<file path="src/rtl/stok_pkg.sv">
// Package for the source tokenizer: result beat types, token kind codes
// and sizing constants. No dependencies.
package stok_pkg;

  localparam int OFFSET_BITS_DEF = 32;
  localparam int FIFO_DEPTH      = 4;
  localparam int KIND_W          = 9;
  localparam int OFS_OUT_W       = 32;
  localparam int ERR_W           = 2;
  localparam int TDATA_OUT_W     = 80;

  localparam logic [KIND_W-1:0] K_IDENT   = 9'd256;
  localparam logic [KIND_W-1:0] K_INT     = 9'd257;
  localparam logic [KIND_W-1:0] K_REAL    = 9'd258;
  localparam logic [KIND_W-1:0] K_COMMENT = 9'd259;
  localparam logic [KIND_W-1:0] K_STRING  = 9'd260;
  localparam logic [KIND_W-1:0] K_OP_ADD  = 9'd261;
  localparam logic [KIND_W-1:0] K_OP_SUB  = 9'd262;
  localparam logic [KIND_W-1:0] K_OP_MUL  = 9'd263;
  localparam logic [KIND_W-1:0] K_OP_DIV  = 9'd264;
  localparam logic [KIND_W-1:0] K_OP_EQ   = 9'd265;
  localparam logic [KIND_W-1:0] K_OP_NE   = 9'd266;
  localparam logic [KIND_W-1:0] K_OP_LE   = 9'd267;
  localparam logic [KIND_W-1:0] K_OP_GE   = 9'd268;

  typedef struct packed {
    logic                 run_final;
    logic [ERR_W-1:0]     error_count;
    logic [OFS_OUT_W-1:0] end_offset;
    logic [OFS_OUT_W-1:0] start_offset;
    logic [KIND_W-1:0]    token_kind;
  } result_t;

  typedef struct packed {
    logic [1:0] cnt;
    result_t    r1;
    result_t    r0;
  } scan_out_t;

endpackage

</file>
<file path="src/rtl/stok_scan.sv">
// Scanner state and per-byte next-state logic: up to two tokens per beat.
// Depends on stok_pkg.
module stok_scan #(
  parameter int OFFSET_BITS = stok_pkg::OFFSET_BITS_DEF
) (
  input  logic                clk,
  input  logic                rst,
  input  logic                accept,
  input  logic [7:0]          char_byte,
  input  logic                end_of_text,
  output stok_pkg::scan_out_t wr
);
  import stok_pkg::*;

  localparam logic [3:0] M_IDLE       = 4'd0;
  localparam logic [3:0] M_IDENT      = 4'd1;
  localparam logic [3:0] M_NUM        = 4'd2;
  localparam logic [3:0] M_EXP_FIRST  = 4'd3;
  localparam logic [3:0] M_EXP_SIGN   = 4'd4;
  localparam logic [3:0] M_EXP_DIGITS = 4'd5;
  localparam logic [3:0] M_COMMENT    = 4'd6;
  localparam logic [3:0] M_STRING     = 4'd7;
  localparam logic [3:0] M_OP         = 4'd8;
  localparam logic [3:0] M_DOT        = 4'd9;

  localparam logic [7:0] CH_EQ    = 8'h3D;
  localparam logic [7:0] CH_HASH  = 8'h23;
  localparam logic [7:0] CH_QUOTE = 8'h22;
  localparam logic [7:0] CH_DOT   = 8'h2E;
  localparam logic [7:0] CH_LO_E  = 8'h65;
  localparam logic [7:0] CH_UP_E  = 8'h45;
  localparam logic [7:0] CH_UNDER = 8'h5F;
  localparam logic [7:0] CH_PLUS  = 8'h2B;
  localparam logic [7:0] CH_MINUS = 8'h2D;
  localparam logic [7:0] CH_STAR  = 8'h2A;
  localparam logic [7:0] CH_SLASH = 8'h2F;
  localparam logic [7:0] CH_BANG  = 8'h21;
  localparam logic [7:0] CH_LT    = 8'h3C;
  localparam logic [7:0] CH_GT    = 8'h3E;
  localparam logic [7:0] CH_LF    = 8'h0A;
  localparam logic [7:0] CH_CR    = 8'h0D;
  localparam logic [7:0] CH_NUL   = 8'h00;
  localparam logic [7:0] CH_SPACE = 8'h20;
  localparam logic [7:0] CH_TAB   = 8'h09;

  function automatic logic is_digit(input logic [7:0] c);
    return c >= 8'h30 && c <= 8'h39;
  endfunction

  function automatic logic is_alpha(input logic [7:0] c);
    return (c >= 8'h61 && c <= 8'h7A) || (c >= 8'h41 && c <= 8'h5A);
  endfunction

  function automatic logic is_space(input logic [7:0] c);
    return c == CH_SPACE || (c >= CH_TAB && c <= CH_CR);
  endfunction

  function automatic logic [KIND_W-1:0] op_kind(input logic [7:0] c);
    logic [KIND_W-1:0] k;
    case (c)
      CH_PLUS:  k = K_OP_ADD;
      CH_MINUS: k = K_OP_SUB;
      CH_STAR:  k = K_OP_MUL;
      CH_SLASH: k = K_OP_DIV;
      CH_EQ:    k = K_OP_EQ;
      CH_BANG:  k = K_OP_NE;
      CH_LT:    k = K_OP_LE;
      CH_GT:    k = K_OP_GE;
      default:  k = '0;
    endcase
    return k;
  endfunction

  function automatic logic [ERR_W-1:0] err_inc(input logic [ERR_W-1:0] e);
    return (e == 2'd2) ? 2'd2 : e + 2'd1;
  endfunction

  function automatic result_t mk(input logic [KIND_W-1:0] kind,
                                 input logic [OFFSET_BITS-1:0] s,
                                 input logic [OFFSET_BITS-1:0] e,
                                 input logic [ERR_W-1:0] errs);
    result_t r;
    r.token_kind   = kind;
    r.start_offset = OFS_OUT_W'(s);
    r.end_offset   = OFS_OUT_W'(e);
    r.error_count  = errs;
    r.run_final    = 1'b0;
    return r;
  endfunction

  logic [3:0]             mode, mode_next;
  logic [OFFSET_BITS-1:0] byte_offset, byte_offset_next;
  logic [OFFSET_BITS-1:0] token_start, token_start_next;
  logic [7:0]             held_byte, held_byte_next;
  logic [1:0]             dot_seen, dot_seen_next;
  logic [ERR_W-1:0]       errors_so_far, errors_so_far_next;

  logic [OFFSET_BITS-1:0] nxt;
  logic                   restart;
  logic                   a_v, b_v, c_v;
  result_t                a_r, b_r, c_r;
  logic [1:0]             n;

  assign nxt = byte_offset + OFFSET_BITS'(1);

  always_comb begin
    mode_next          = mode;
    token_start_next   = token_start;
    held_byte_next     = held_byte;
    dot_seen_next      = dot_seen;
    errors_so_far_next = errors_so_far;
    byte_offset_next   = nxt;
    restart = 1'b0;
    a_v = 1'b0;
    b_v = 1'b0;
    c_v = 1'b0;
    a_r = '0;
    b_r = '0;
    c_r = '0;

    unique case (mode)
      M_IDLE: restart = 1'b1;
      M_IDENT: begin
        if (!(is_alpha(char_byte) || is_digit(char_byte) || char_byte == CH_UNDER)) begin
          a_v = 1'b1;
          a_r = mk(K_IDENT, token_start, byte_offset, 2'd0);
          restart = 1'b1;
        end
      end
      M_NUM: begin
        if (is_digit(char_byte)) begin
        end else if (char_byte == CH_DOT) begin
          if (dot_seen == 2'd1) errors_so_far_next = err_inc(errors_so_far);
          if (dot_seen != 2'd2) dot_seen_next = dot_seen + 2'd1;
        end else if (char_byte == CH_LO_E || char_byte == CH_UP_E) begin
          mode_next = M_EXP_FIRST;
        end else begin
          a_v = 1'b1;
          a_r = mk((dot_seen != 2'd0) ? K_REAL : K_INT, token_start, byte_offset,
                   (dot_seen != 2'd0) ? errors_so_far : 2'd0);
          restart = 1'b1;
        end
      end
      M_EXP_FIRST: begin
        if (char_byte == CH_PLUS || char_byte == CH_MINUS) begin
          mode_next = M_EXP_SIGN;
        end else begin
          if (!is_digit(char_byte)) errors_so_far_next = err_inc(errors_so_far);
          mode_next = M_EXP_DIGITS;
        end
      end
      M_EXP_SIGN: begin
        if (is_digit(char_byte)) begin
          mode_next = M_EXP_DIGITS;
        end else begin
          a_v = 1'b1;
          a_r = mk(K_REAL, token_start, byte_offset, err_inc(errors_so_far));
          restart = 1'b1;
        end
      end
      M_EXP_DIGITS: begin
        if (!is_digit(char_byte)) begin
          a_v = 1'b1;
          a_r = mk(K_REAL, token_start, byte_offset, errors_so_far);
          restart = 1'b1;
        end
      end
      M_COMMENT: begin
        if (char_byte == CH_NUL || char_byte == CH_LF || char_byte == CH_CR) begin
          a_v = 1'b1;
          a_r = mk(K_COMMENT, token_start, byte_offset, 2'd0);
          restart = 1'b1;
        end
      end
      M_STRING: begin
        if (char_byte == CH_QUOTE) begin
          a_v = 1'b1;
          a_r = mk(K_STRING, token_start, nxt, 2'd0);
          mode_next = M_IDLE;
          held_byte_next = '0;
          dot_seen_next = '0;
          errors_so_far_next = '0;
        end
      end
      M_OP: begin
        a_v = 1'b1;
        if (char_byte == CH_EQ) begin
          a_r = mk(op_kind(held_byte), token_start, nxt, 2'd0);
          mode_next = M_IDLE;
          held_byte_next = '0;
          dot_seen_next = '0;
          errors_so_far_next = '0;
        end else begin
          a_r = mk({1'b0, held_byte}, token_start, byte_offset, 2'd0);
          restart = 1'b1;
        end
      end
      M_DOT: begin
        if (is_digit(char_byte)) begin
          mode_next = M_NUM;
          dot_seen_next = 2'd1;
        end else begin
          a_v = 1'b1;
          a_r = mk({1'b0, CH_DOT}, token_start, byte_offset, 2'd0);
          restart = 1'b1;
        end
      end
      default: restart = 1'b1;
    endcase

    if (restart) begin
      mode_next          = M_IDLE;
      held_byte_next     = '0;
      dot_seen_next      = '0;
      errors_so_far_next = '0;
      token_start_next   = byte_offset;
      if (is_space(char_byte)) begin
      end else if (is_alpha(char_byte)) begin
        mode_next = M_IDENT;
      end else if (is_digit(char_byte)) begin
        mode_next = M_NUM;
      end else if (char_byte == CH_DOT) begin
        mode_next = M_DOT;
      end else if (char_byte == CH_HASH) begin
        mode_next = M_COMMENT;
      end else if (char_byte == CH_QUOTE) begin
        mode_next = M_STRING;
      end else if (op_kind(char_byte) != '0) begin
        mode_next = M_OP;
        held_byte_next = char_byte;
      end else begin
        b_v = 1'b1;
        b_r = mk({1'b0, char_byte}, byte_offset, nxt, 2'd0);
      end
    end

    if (end_of_text) begin
      c_v = 1'b1;
      unique case (mode_next)
        M_IDENT:      c_r = mk(K_IDENT, token_start_next, nxt, 2'd0);
        M_NUM:        c_r = mk((dot_seen_next != 2'd0) ? K_REAL : K_INT, token_start_next,
                               nxt, (dot_seen_next != 2'd0) ? errors_so_far_next : 2'd0);
        M_EXP_FIRST,
        M_EXP_SIGN:   c_r = mk(K_REAL, token_start_next, nxt, err_inc(errors_so_far_next));
        M_EXP_DIGITS: c_r = mk(K_REAL, token_start_next, nxt, errors_so_far_next);
        M_COMMENT:    c_r = mk(K_COMMENT, token_start_next, nxt, 2'd0);
        M_STRING:     c_r = mk(K_STRING, token_start_next, nxt, 2'd0);
        M_OP:         c_r = mk({1'b0, held_byte_next}, token_start_next, nxt, 2'd0);
        M_DOT:        c_r = mk({1'b0, CH_DOT}, token_start_next, nxt, 2'd0);
        default:      c_v = 1'b0;
      endcase
      mode_next          = M_IDLE;
      held_byte_next     = '0;
      dot_seen_next      = '0;
      errors_so_far_next = '0;
      token_start_next   = '0;
      byte_offset_next   = '0;
    end
  end

  assign n = accept ? (2'(a_v) + 2'(b_v) + 2'(c_v)) : 2'd0;

  always_comb begin
    wr.cnt = n;
    wr.r0  = a_v ? a_r : (b_v ? b_r : c_r);
    wr.r1  = (a_v && b_v) ? b_r : c_r;
    wr.r0.run_final = (n == 2'd1);
    wr.r1.run_final = 1'b1;
  end

  always_ff @(posedge clk) begin
    if (rst) begin
      mode          <= M_IDLE;
      byte_offset   <= '0;
      token_start   <= '0;
      held_byte     <= '0;
      dot_seen      <= '0;
      errors_so_far <= '0;
    end else if (accept) begin
      mode          <= mode_next;
      byte_offset   <= byte_offset_next;
      token_start   <= token_start_next;
      held_byte     <= held_byte_next;
      dot_seen      <= dot_seen_next;
      errors_so_far <= errors_so_far_next;
    end
  end

endmodule

</file>
<file path="src/rtl/stok_fifo.sv">
// Result queue: takes up to two token beats per cycle, releases one.
// Depends on stok_pkg.
module stok_fifo (
  input  logic                clk,
  input  logic                rst,
  input  stok_pkg::scan_out_t wr,
  output logic                can_take,
  output logic                out_valid,
  input  logic                out_ready,
  output stok_pkg::result_t   head
);
  import stok_pkg::*;

  localparam int PTR_W = $clog2(FIFO_DEPTH);

  result_t          ent [FIFO_DEPTH];
  logic [PTR_W-1:0] wr_ptr, rd_ptr;
  logic [PTR_W:0]   fill, fill_next;
  logic             pop;

  assign out_valid = fill != '0;
  assign pop       = out_valid && out_ready;
  assign can_take  = fill <= (PTR_W + 1)'(FIFO_DEPTH - 2);
  assign head      = ent[rd_ptr];
  assign fill_next = fill + (PTR_W + 1)'(wr.cnt) - (PTR_W + 1)'(pop);

  always_ff @(posedge clk) begin
    if (wr.cnt != 2'd0) ent[wr_ptr] <= wr.r0;
    if (wr.cnt == 2'd2) ent[wr_ptr + PTR_W'(1)] <= wr.r1;
  end

  always_ff @(posedge clk) begin
    if (rst) begin
      wr_ptr <= '0;
      rd_ptr <= '0;
      fill   <= '0;
    end else begin
      wr_ptr <= wr_ptr + PTR_W'(wr.cnt);
      rd_ptr <= rd_ptr + PTR_W'(pop);
      fill   <= fill_next;
    end
  end

endmodule

</file>
<file path="src/rtl/source_tokenizer.sv">
// Top level of the source tokenizer: byte stream in, token stream out.
// Depends on stok_pkg, stok_scan and stok_fifo.
//
// Input channel s_*: one source byte per beat; s_tlast marks the last byte
// of a buffer and flushes any pending token, after which offsets restart
// at zero. Output channel m_*: one token per beat with its kind, start and
// end offsets and number-format error count; m_tlast marks the last token
// caused by one input byte.
// A token is written to the result queue when the byte that ends it is accepted.
// Throughput: one byte per cycle while the output drains; a byte that
// yields two tokens sends them out one per beat. The scanner does all work for
// a byte combinationally between its state registers and a four-entry result
// queue, and accepts a byte whenever at least two queue entries are free.
// Reset clears the scanner to idle, offsets to zero and empties the queue.
// When the receiver stalls, queued tokens hold and s_tready drops once
// fewer than two entries remain free; no token is lost.
module source_tokenizer #(
  parameter int OFFSET_BITS = stok_pkg::OFFSET_BITS_DEF
) (
  input  logic                               clk,
  input  logic                               rst,
  input  logic                               s_tvalid,
  output logic                               s_tready,
  input  logic [7:0]                         s_tdata,  // char_byte
  input  logic                               s_tlast,  // end_of_text
  output logic                               m_tvalid,
  input  logic                               m_tready,
  // token_kind, start_offset, end_offset, error_count, zero pad
  output logic [stok_pkg::TDATA_OUT_W-1:0]   m_tdata,
  output logic                               m_tlast   // run_final
);
  import stok_pkg::*;

  localparam int PAD_W = TDATA_OUT_W - KIND_W - 2 * OFS_OUT_W - ERR_W;

  scan_out_t wr;
  result_t   head;
  logic      can_take;
  logic      accept;

  assign s_tready = can_take && !rst;
  assign accept   = s_tvalid && s_tready;

  stok_scan #(
    .OFFSET_BITS(OFFSET_BITS)
  ) u_scan (
    .clk        (clk),
    .rst        (rst),
    .accept     (accept),
    .char_byte  (s_tdata),
    .end_of_text(s_tlast),
    .wr         (wr)
  );

  stok_fifo u_fifo (
    .clk      (clk),
    .rst      (rst),
    .wr       (wr),
    .can_take (can_take),
    .out_valid(m_tvalid),
    .out_ready(m_tready),
    .head     (head)
  );

  assign m_tdata = {PAD_W'(0), head.error_count, head.end_offset, head.start_offset,
                    head.token_kind};
  assign m_tlast = head.run_final;

endmodule

</file>
<file path="config.mk">
export PLATFORM = sky130hd
export DESIGN_NAME = source_tokenizer
export DESIGN_NICKNAME = d
export VERILOG_FILES = /design/src/rtl/stok_pkg.sv /design/src/rtl/stok_scan.sv /design/src/rtl/stok_fifo.sv /design/src/rtl/source_tokenizer.sv
export SDC_FILE = /design/constraint.sdc
export NUM_CORES = 1
export LEC_CHECK = 0
export BUFFER_PORTS_ARGS = -buffer_cell sky130_fd_sc_hd__buf_2
export CORE_MARGIN = 10
export CORE_UTILIZATION = 25
export DETAILED_ROUTE_END_ITERATION = 10
export GPL_ROUTABILITY_DRIVEN = 1
export SLEW_MARGIN = 5
export SYNTH_ARGS = -nofsm -noshare
export SYNTH_HDL_FRONTEND = slang
export SYNTH_HIERARCHICAL = 1
export SYNTH_SLANG_ARGS = --single-unit
</file>
<file path="constraint.sdc">
create_clock -name clk -period 30.4 [get_ports clk]
set_input_delay 3.04 -clock clk [delete_from_list [all_inputs] [get_ports clk]]
set_output_delay 3.04 -clock clk [all_outputs]
set_load 0.03 [all_outputs]
</file>
**Word-level counts from Yosys, hierarchy flattened**

Memories as Yosys holds them, arrays and structs flattened. A register that Yosys moved wholly into a read port is not among the register bits.
Cells that the tools add are included.

- Flip-flop bits (word level): 87
- Bits in writable memories: 304
- Output and inout port bits: 83
- Logic and storage cells: 223
- Memories: 1

- Add/sub/neg operators: 11
- Magnitude comparators: 9
- Equal/unequal tests: 49
- Mux-type cells: 117
- Reduce and logical (&&, ||, !) cells: 27

Memories:

| name | words | bits a word | rd ports | clocked after memory_dff | write ports | line | source |
|---|---|---|---|---|---|---|---|
| u_fifo.ent | 4 | 76 | 1 | 1 | 2 | stok_fifo.sv:16 | `result_t ent [FIFO_DEPTH];` |

Operator list:

| operator | number |
|---|---|
| one-hot mux 75 bit (8 select lines) | 2 |
| 2-to-1 mux 75 bit | 15 |
| 2-to-1 mux 73 bit | 7 |
| equality test 8 x 6 -> 1 bit (second input constant) | 20 |
| one-hot mux 9 bit (8 select lines) | 2 |
| 2-to-1 mux 32 bit | 3 |
| 2-to-1 mux 8 bit | 11 |
| 2-to-1 mux 4 bit | 16 |
| 2-to-1 mux 9 bit | 7 |
| 2-to-1 mux 2 bit | 25 |
| adder 32 x 1 -> 32 bit (second input constant) | 1 |
| equality test 4 x 3 -> 1 bit (second input constant) | 8 |
| equality test 8 x 7 -> 1 bit (second input constant) | 3 |
| one-hot mux 4 bit (6 select lines) | 1 |
| 2-to-1 mux 1 bit | 23 |
| equality test 4 x 2 -> 1 bit (second input constant) | 4 |
| equality test 4 bit (second input constant) | 4 |
| equality test 8 x 4 -> 1 bit (second input constant) | 2 |
| >= comparator 8 x 7 -> 1 bit (second input constant) | 2 |
| less-or-equal comparator 8 x 7 -> 1 bit (second input constant) | 2 |
| one-hot mux 2 bit (4 select lines) | 2 |
| one-hot mux 8 bit (2 select lines) | 1 |
| one-hot mux 1 bit (6 select lines) | 2 |
| nonzero test 9 bit | 1 |
| other kinds (24) | 49 |

**Depth between registers and ports, before layout**

- Depth in word-level cells: 27
- Mapped depth: 17

**Cells and area by module**

The synthesis kept the hierarchy.

Modules (own cells, without submodules):

| module | instances | cells each | area each (um2) | sequential area each (um2) |
|---|---|---|---|---|
| stok_fifo | 1 | 782 | 15160.8 | 9268.9 |
| stok_scan | 1 | 986 | 6845.3 | 1601.5 |
| source_tokenizer | 1 | 8 | 56.3 | 0.0 |

**Worst setup path before layout**

OpenSTA, ideal clock, no wires.

- Path kind: input to register
- Start: in s_tdata[5]
- End: mem u_fifo/ent[0][0] in the netlist's numbering, enable pin
- Arrival: 11.153 ns
- Data required time: 29.785 ns
- Slack: 18.632 ns
- Stages on the path: 12
- Buffers on the path: 2
- Cell sequence: buf_4 or3b_1 buf_6 o211a_4 nor4_1 nand4_1 nand2_2 inv_2 fa_1 and2_1 o21bai_1 o21ai_0

RTL lines:

| item | line | source |
|---|---|---|
| from (decl) | source_tokenizer.sv:24 | `input logic [7:0] s_tdata,` |
| to (decl) | stok_fifo.sv:16 |  |

==> impl_metrics.ini <==
[final_layout]
fill_cells = 8913
fin_area_um2 = 24800
area.growth.synth_to_final_pct = 12.4
seq_area_um2 = 10900
multi_input_area_um2 = 10400
final_nets = 1799
drive_above_1_share_pct = 30.5
diodes = 0
finalNonFillerCells = 2964

[timing]
max_freq_ghz = 0.110
fin_ws_ns = 21.31
rsz0062_at_grt = false
timing.setup.tns_ns = 0
skew_ns = 0.0354
period_share_pct = 29.9
timing.final.crit_period_ns = 9.09
slew_violations = 0
tightest_slew_ns = 1.25
finalSetupViolations = 0
relSlewSlack_pct = 16.3
hold_violations = 0

[clock_tree]
cts.reportedPaths.clkPinSlew_ns = 0.07
clkLatencyLatePin_ns = 0.60
holdBufCountCts = 0
ctsResizeCount = 0
htreeDepth = 2
cts_buffers = 42
cts_max_path_buffers = 3
post-cts-setup-buffers = 0
tritoncts = yes
cts_root_buffer = clkbuf_16
cts_sinks = 391

[route]
ant_nets = 0
drtPass1Iterations = 5
vias_per_cell = 5.23
wl_per_cell_um = 23.0
drtIter0Drc = 1569
vias = 15500
finalWirelength_um = 68100
drc_errors = 0

[worst_setup_path]
cp-startpoint = s_tdata[2]
worstSetupEndpointType = register
cp-start-kind = input pin
critical_path_class = input pin to register
rr_worst_depth = 13
worstPathRequired_ns = 30.61
crit_end = u_fifo/ent[2][21]
arrival_ns = 9.30
cp_max_fo = 45
r2r_start = u_scan/mode[1]
reg2reg_slack_ns = 23.55
rr_endpoint = u_fifo/ent[2][21]

[grt]
grt_max_degree = 79
grt_first_pass_wirelength_um = 102000
antenna_found_initial = 0
grt_pass1_vias = 15500
track_usage_pct = 13.1
gr-total-overflow = 0

[synth]
syn-cell-area_um2 = 22100
avgSynthCellArea_um2 = 12.4
yosysSeqAreaShare_pct = 49.3
synth_edf_count = 304
synthDistinctLibCells = 92
synth_ff_type = edfxtp_1
synth_async_sr_flop_share_pct = 0
yosysWarningCount = 6
syn_inst = 1776
ys_seq_elements = 391

[outcome]
outcome = complete, no violations

[placed_design]
io_buffers = 90
dp_hpwl_um = 42600
place_ws_ns = 20.89
dp.cells = 2886
dpl_cell_area_um2 = 23400
finalWeightedCongestion = 0.886

[job]
maxCapViolations = 0

[floorplanning]
coreArea_um2 = 87200
die_x_um = 317
rows = 108
ios = 96
start_util_pct = 25.3
dieArea_um2 = 101000
die_h_um = 317

[pwr]
p_leak_uw = 0.00866
ir_worst_vdd_mv = 0.0352
powerDensity_nw_per_um2 = 58.2
power.total_uw = 1440

[min_path]
min_path_type = register to register
==> critical path: stages <==
cell      delay (ns)
buf_2           0.39
and2_1          0.35
a22oi_1         0.16
o211ai_1        0.41
nand4_1         0.55
nor2_1          1.07
inv_2           0.27
fa_1            0.51
and2_1          0.31
nor4bb_4        0.30
buf_4           0.48
o21bai_4        0.21
buf_4           0.47
buf_4           0.71
==> registers in the layout, summed over array words and instances (netlist names) <==
name / count
u_fifo/ent: 304
u_fifo/fill: 3
u_fifo/rd_ptr: 2
u_fifo/wr_ptr: 2
u_scan/byte_offset: 32
u_scan/dot_seen: 2
u_scan/errors_so_far: 2
u_scan/held_byte: 8
u_scan/mode: 4
u_scan/token_start: 32
==> synthesized netlist by cell type, types with 9 or more instances <==
master | n | area [µm²]
buf_6 | 11 | 124
ha_1 | 9 | 113
a22oi_1 | 50 | 375
a31oi_1 | 13 | 81.3
buf_4 | 19 | 143
nor3_1 | 25 | 125
nor2b_1 | 17 | 106
mux2_1 | 48 | 541
nand3_1 | 28 | 140
buf_2 | 35 | 175
mux2_4 | 10 | 150
mux2_2 | 251 | 2830
xnor2_1 | 23 | 201
nand2_1 | 65 | 244
nor4_1 | 10 | 62.6
a22o_1 | 70 | 613
and3_1 | 15 | 93.8
edfxtp_1 | 304 | 9130
nor2_1 | 176 | 661
clkbuf_1 | 93 | 349
a21oi_1 | 77 | 385
dfxtp_1 | 87 | 1740
inv_1 | 17 | 63.8
o21ai_0 | 60 | 300
and2_1 | 10 | 62.6
a21o_1 | 10 | 75.1
nand4_1 | 11 | 68.8
mux4_2 | 76 | 1710
xor2_1 | 10 | 87.6
==> worst min-delay path by stage <==
| stage | startpoint | end | slack [ns] | cells past startpoint |
|---|---|---|---|---|
| after floorplan | u_scan/dot_seen[1] | u_scan/dot_seen[1] | 0.45 | 2 |
| after global placement | u_scan/dot_seen[1] | u_scan/dot_seen[1] | 0.47 | 2 |
| after detailed placement | u_scan/token_start[14] | u_scan/token_start[14] | 0.51 | 2 |
| after CTS | u_scan/dot_seen[0] | u_scan/dot_seen[0] | 0.52 | 2 |
| after global routing | u_scan/dot_seen[1] | u_scan/dot_seen[1] | 0.54 | 2 |
| final | u_scan/dot_seen[1] | u_scan/dot_seen[1] | 0.51 | 2 |
==> stage by stage <==
stage,hold WS [ns],util [%]
detailed placement,0.509,26.9
global route,0.543,28.4
floorplan,0.455,-
finish,0.509,28.4
global placement,0.475,26.9
CTS,0.518,28.4
==> logic make-up (layout without fill, tap and decap cells) <==
group,Yosys count,after routing,share of synthesized area [%]
flip-flops,391,391,49.3
multiplexers,389,389,23.9
XOR/XNOR,35,35,1.52
AO/OA/AOI/OAI,349,349,11.0
adder cells (fa/ha/maj),11,11,0.692
buffers and inverters,187,216,4.35
AND/OR/NAND/NOR,412,412,9.26
other,2,6,0.0340
==> per-layer routing <==
layer | vias to the layer above | part of all wire [%] | GRT usage (%)
met5 | - | 0 | 0
met4 | 0 | 1.8 | 2.96
met3 | 87 | 6.3 | 1.82
met2 | 572 | 49 | 22.5
met1 | 7979 | 43 | 17.4
li1 | 6866 | - | -
==> power by group <==
| part | total [µW] | internal [µW] | switching [µW] |
|---|---|---|---|
| logic | 312 | 107 | 205 |
| clock network | 515 | 295 | 220 |
| registers | 617 | 594 | 23.0 |
==> layout make-up <==
class | instances | area share (%)
Clock inverter | 21 | 0.833
Clock buffer | 57 | 4.67
Sequential cell | 391 | 43.9
Timing Repair Buffer | 119 | 2.69
Tap cell | 1155 | 5.83
Inverter | 19 | 0.288
Multi-Input combinational cell | 1202 | 41.8
==> layout by cell type, fill, tap and decap left out, drive strengths merged, types with 13 or more instances in the layout <==
| master | count |
|---|---|
| buf | 119 |
| o21ai | 63 |
| mux4 | 76 |
| nor2b | 17 |
| a22oi | 50 |
| clkbuf | 57 |
| inv | 20 |
| xnor2 | 23 |
| edfxtp | 304 |
| a31oi | 13 |
| a22o | 70 |
| dfxtp | 87 |
| nor3 | 26 |
| and3 | 15 |
| clkinv | 16 |
| nor2 | 176 |
| nand2 | 66 |
| mux2 | 309 |
| a21oi | 77 |
| nand3 | 28 |
(Power assumes the default switching activity.)
